--- src/rtl/mr4_pkg.sv ---
// ----------------------------------------------------------------------------
// mr4_pkg
// Shared constants and types for the 4x4 fixed-point row multiplier.
// ----------------------------------------------------------------------------
package mr4_pkg;

  localparam int ELEM_WIDTH_DEF = 32;
  localparam int FRAC_BITS_DEF  = 16;
  localparam int DIM            = 4;
  localparam int ROW_W          = 2;

  localparam logic FUNC_LOAD = 1'b0;
  localparam logic FUNC_MUL  = 1'b1;

  typedef struct packed {
    logic s1;
    logic s2;
    logic s3;
  } stage_en_t;

endpackage

--- src/rtl/mr4_mat.sv ---
// ----------------------------------------------------------------------------
// mr4_mat
// Stored right-hand matrix, written one row at a time and cleared at reset.
// ----------------------------------------------------------------------------
module mr4_mat #(
  parameter int ElemWidth = mr4_pkg::ELEM_WIDTH_DEF
) (
  input  logic                                                 clk,
  input  logic                                                 rst_n,
  input  logic                                                 wr_en,
  input  logic [mr4_pkg::ROW_W-1:0]                            wr_row,
  input  logic [mr4_pkg::DIM-1:0][ElemWidth-1:0]               wr_data,
  output logic [mr4_pkg::DIM-1:0][mr4_pkg::DIM-1:0][ElemWidth-1:0] mat
);
  import mr4_pkg::*;

  logic [DIM-1:0][DIM-1:0][ElemWidth-1:0] mat_r;

  always_ff @(posedge clk) begin
    if (!rst_n) begin
      mat_r <= '0;
    end else if (wr_en) begin
      mat_r[wr_row] <= wr_data;
    end
  end

  assign mat = mat_r;

endmodule

--- config.mk ---
export PLATFORM = sky130hd
export DESIGN_NAME = mr4_mat
export DESIGN_NICKNAME = d
export VERILOG_FILES = /design/src/rtl/mr4_pkg.sv /design/src/rtl/mr4_mat.sv
export SDC_FILE = /design/constraint.sdc
export NUM_CORES = 1
export LEC_CHECK = 0
export ABC_AREA = 1
export BUFFER_PORTS_ARGS = -buffer_cell sky130_fd_sc_hd__buf_2
export CORE_ASPECT_RATIO = 1.25
export CORE_MARGIN = 2
export CORE_UTILIZATION = 23
export DETAILED_ROUTE_END_ITERATION = 16
export HOLD_SLACK_MARGIN = 0.08
export MAX_ROUTING_LAYER = met4
export SLEW_MARGIN = 20
export SYNTH_ARGS = -nofsm -noshare
export SYNTH_HDL_FRONTEND = slang
export SYNTH_SLANG_ARGS = --single-unit
--- constraint.sdc ---
create_clock -name clk -period 0.95 [get_ports clk]
set_input_delay 0.0475 -clock clk [delete_from_list [all_inputs] [get_ports clk]]
set_output_delay 0.0475 -clock clk [all_outputs]
set_load 0.1 [all_outputs]
Word-level counts from Yosys, hierarchy flattened
Index checks and enable logic that the tools add are counted.
- bits in registers: 512
- word-level logic and storage cells: 22
- output and inout port bits: 512
- $lt $le $gt $ge: 2
- reduce and logical (&&, ||, !) cells: 1
- mux-type cells: 3
- operators by type and width (kind ; count):
    512-bit bitwise mux ; 1
    128-bit demux with 2-bit select ; 1
    128-bit two-way mux ; 1
    2-bit by 3-bit < comparator with 1-bit output (second input constant) ; 1
    2-bit by 1-bit greater-or-equal comparator with 1-bit output (second input constant) ; 1
    1-bit logical AND ; 1

Depth between registers and ports, before layout
- depth in word-level cells: 5
- depth in mapped cells: 7
- gate-level depth less buffers: 5

Worst setup path before layout
Ideal clock, no wire load.
- path type: register -> register
- start point: reg mat_r, in the netlist mat[128]
- end point: reg mat_r, in the netlist mat[128]
- data arrival time: 1.214 ns
- library setup time: 0.064 ns
- data required time: 0.886 ns
- clock period less this slack: 1.277 ns
- path buffers: 0
- path slack: -0.327 ns
- stages on the path, launching flop included: 5
- cell sequence: dfxtp_1 -> inv_1 -> nand2_1 -> nand2_1 -> nor2_1
- longest elaborated chain between the ends: 1
- ends and longest elaborated chain (element ; line ; text):
    from (decl) ; mr4_mat.sv:17 ; logic [DIM-1:0][DIM-1:0][ElemWidth-1:0] mat_r;
    from (signal, indexed assignment) ; mr4_mat.sv:23 ; mat_r[wr_row] <= wr_data;
    512-bit bitwise mux ; mr4_mat.sv:23 ;
No other way between the ends.
A chain may end at the register's enable or synchronous reset.

Worst setup path in the final report
- start point: reg mat_r, in the netlist mat[87]
- end point: out mat[87] (netlist name)
- RTL lines (element ; line ; text):
    to (decl) ; mr4_mat.sv:13 ; output logic [mr4_pkg::DIM-1:0][mr4_pkg::DIM-1:0][ElemWidth-1:0] mat
No word-level cell between the ends.

==> qor.csv <==
metric;value;unit
drtIter0Drc;1127;
core-area;0.0912;mm2
viasPerCell;4.05;
routed_wl;81800;um
cp-startpoint;mat[87]$_SDFFE_PN0P_;
finalHoldViolations;0;
gr-total-overflow;0;
first_pass_iters;5;
failed_checks;setup timing;
maxSlewHeadroom;0.589;
fin_ws;-0.339;ns
cp-start-kind;flop;
skew;0;ns
numClockSinks;512;
numCtsBuffers;56;
cts_max_level;2;
rsz0062_at_grt;yes;
maxSlewViolCount;0;
netlist_top_cells_area;dfxtp_1, nor2_1, nand2_1, inv_1, buf_2;
syn2layout_area_growth;86.3;%
layout_min_cycle_time;1.29;ns
tightest_slew;0.616;ns
clk_path_buf_depth;3;
holdWs;0.0992;ns
ys_async_sr_fraction;0;
timing.rr.start;mat[87]$_SDFFE_PN0P_;
drc_errors;0;
dp_hpwl;60500;um
tritoncts;yes;
die_w;275;um
syn_inst;3276;
crit_chain;buf_12;
ys_warn_count;0;
clk_latency;0.60;ns
path_class;flop to output port;
wl_per_cell;15.3;um
rows;124;
min_from;wr_en;
grt_start_max_net_pins;47;
grt_first_pass_wirelength;122000;um
crit_fanout;2;
seq_area_frac_synth;0.485;
place_ws;-0.524;ns
endpoint_kind;output port;
ant_nets;0;
synth-seq-cells;512;
status;finished with violations;
vias;21700;
setup_viol;513;
place_congestion;0.841;
fmaxAchievable;0.776;GHz
cpPeakStageDelay;0.41;ns
syn_area;0.0211;mm2
yosysTopAreaCell;dfxtp_1;
synth_fp_nets;3409;
path_delay_family;flip-flops;
io_buffers;644;
die_area;0.0944;mm2
hold_class;input port to flop;
cp_slowest_cell;dfxtp_4;
initial_core_util;0.232;
avgSynthCellArea;6.45;um2
die_h;343;um
antenna_found_initial;2;
cts_root_buf;clkbuf_16;
maxCapViolCount;0;
num-nets-final;4233;
synthTopCellsByCount;nor2_1, nand2_1, inv_1;
track_usage;0.174;
critPathRequiredTime;0.90;ns
max-vdd-ir-drop;0.00149;V
leakage;19.0;nW
synth_top_area_frac;0.485;
arrival;1.24;ns
synth.most_common_cell;nor2_1;
p_per_area;1610;mW/mm2
drive_gt1_frac;0.342;
path_clk_slew;0.06;ns
worst-path-buf-inv;1;
largest_reg_flops;512;
synth.distinct_cells;9;
ioPinCount;645;
grt_pass1_vias;20800;
min_period_over_period;1.36;
yosys_most_used_dff;dfxtp_1;
num_antenna_cells;0;
synth_edf_count;0;
==> routing by layer <==
| layer | GRT usage | up-vias | wire length (um) |
|---|---|---|---|
| met4 | 0.0771 | 0 | 3740 |
| met3 | 0.0578 | 197 | 6910 |
| met2 | 0.279 | 662 | 38300 |
| met5 | - | - | 0 |
| li1 | - | 11200 | - |
| met1 | 0.196 | 9646 | 32800 |
==> power by group <==
group	total [W]	internal (W)	switching [W]
logic	0.0186	0.00645	0.0121
registers	0.0234	0.0222	0.00124
clock network	0.0214	0.0121	0.00926
==> worst register-to-register path: stages (launching register included) <==
cell and delay, ns:
dfxtp_4 0.38, a21oi_1 0.50, nor2_1 0.11
==> through the flow <==
stage | instances | utilization | total power, W | setup TNS, ns | instance area [um2]
after global placement | 5087 | 0.395 | 0.0419 | -48.98 | 36000
after detailed placement | 5087 | 0.395 | 0.0421 | -62.78 | 36000
after CTS | 5340 | 0.431 | 0.0642 | -153.72 | 39300
after global routing | 5343 | 0.432 | 0.0660 | -152.74 | 39400
final | 5343 | 0.432 | 0.0634 | -121.47 | 39400
after floorplan | 3276 | - | 0.0344 | -0.0161 | 22700
==> path summary, 6_finish.rpt <==
path	end	slack, ns	cells after the start
worst min-delay path	mat[145]$_SDFFE_PN0P_	0.1	5
worst max register to register	mat[87]$_SDFFE_PN0P_	-0.18	2
worst max-delay path	mat[87]	-0.34	1
worst min register to register	mat[107]$_SDFFE_PN0P_	0.50	2
==> cell families (layout without fill, tap and decap cells) <==
group           after synthesis  count (layout)  share of synthesized area
compound gates              128             128                     0.0303
buf+inv                     712            1582                      0.136
flops                       512             512                      0.485
simple gates               1924            1924                      0.349
==> placed cells by master, fill, tap and decap left out, types with 94 or more instances in the layout <==
| cell | synthesis | layout |
|---|---|---|
| nand2_1 | 896 | 896 |
| nor2_1 | 897 | 896 |
| buf_12 | 0 | 550 |
| inv_1 | 514 | 514 |
| dfxtp_4 | 0 | 418 |
| dlygate4sd3_1 | 0 | 140 |
| buf_4 | 0 | 137 |
| buf_2 | 155 | 130 |
| a21oi_1 | 128 | 128 |
| nand3_1 | 131 | 128 |
| dfxtp_2 | 0 | 94 |
==> area by class of cell <==
type / instances / area [um2]
fill: 8658 / 51800
timing repair buffer: 964 / 14200
sequential: 512 / 11900
multi-input combinational: 2052 / 8070
inverter: 514 / 1930
clock buffer: 81 / 1590
tap: 1197 / 1500
clock inverter: 23 / 183
==> timing repair <==
| action | CTS | global route |
|---|---|---|
| setup buffers | 7 | 2 |
| endpoints found under the setup margin | 513 | 546 |
| gates cloned | 0 | 0 |
| resized for setup | 22 | 19 |
| hold endpoints to repair | 512 | 18 |
| hold buffers | 142 | 8 |
Note: power is estimated with default switching activity, not from simulation.
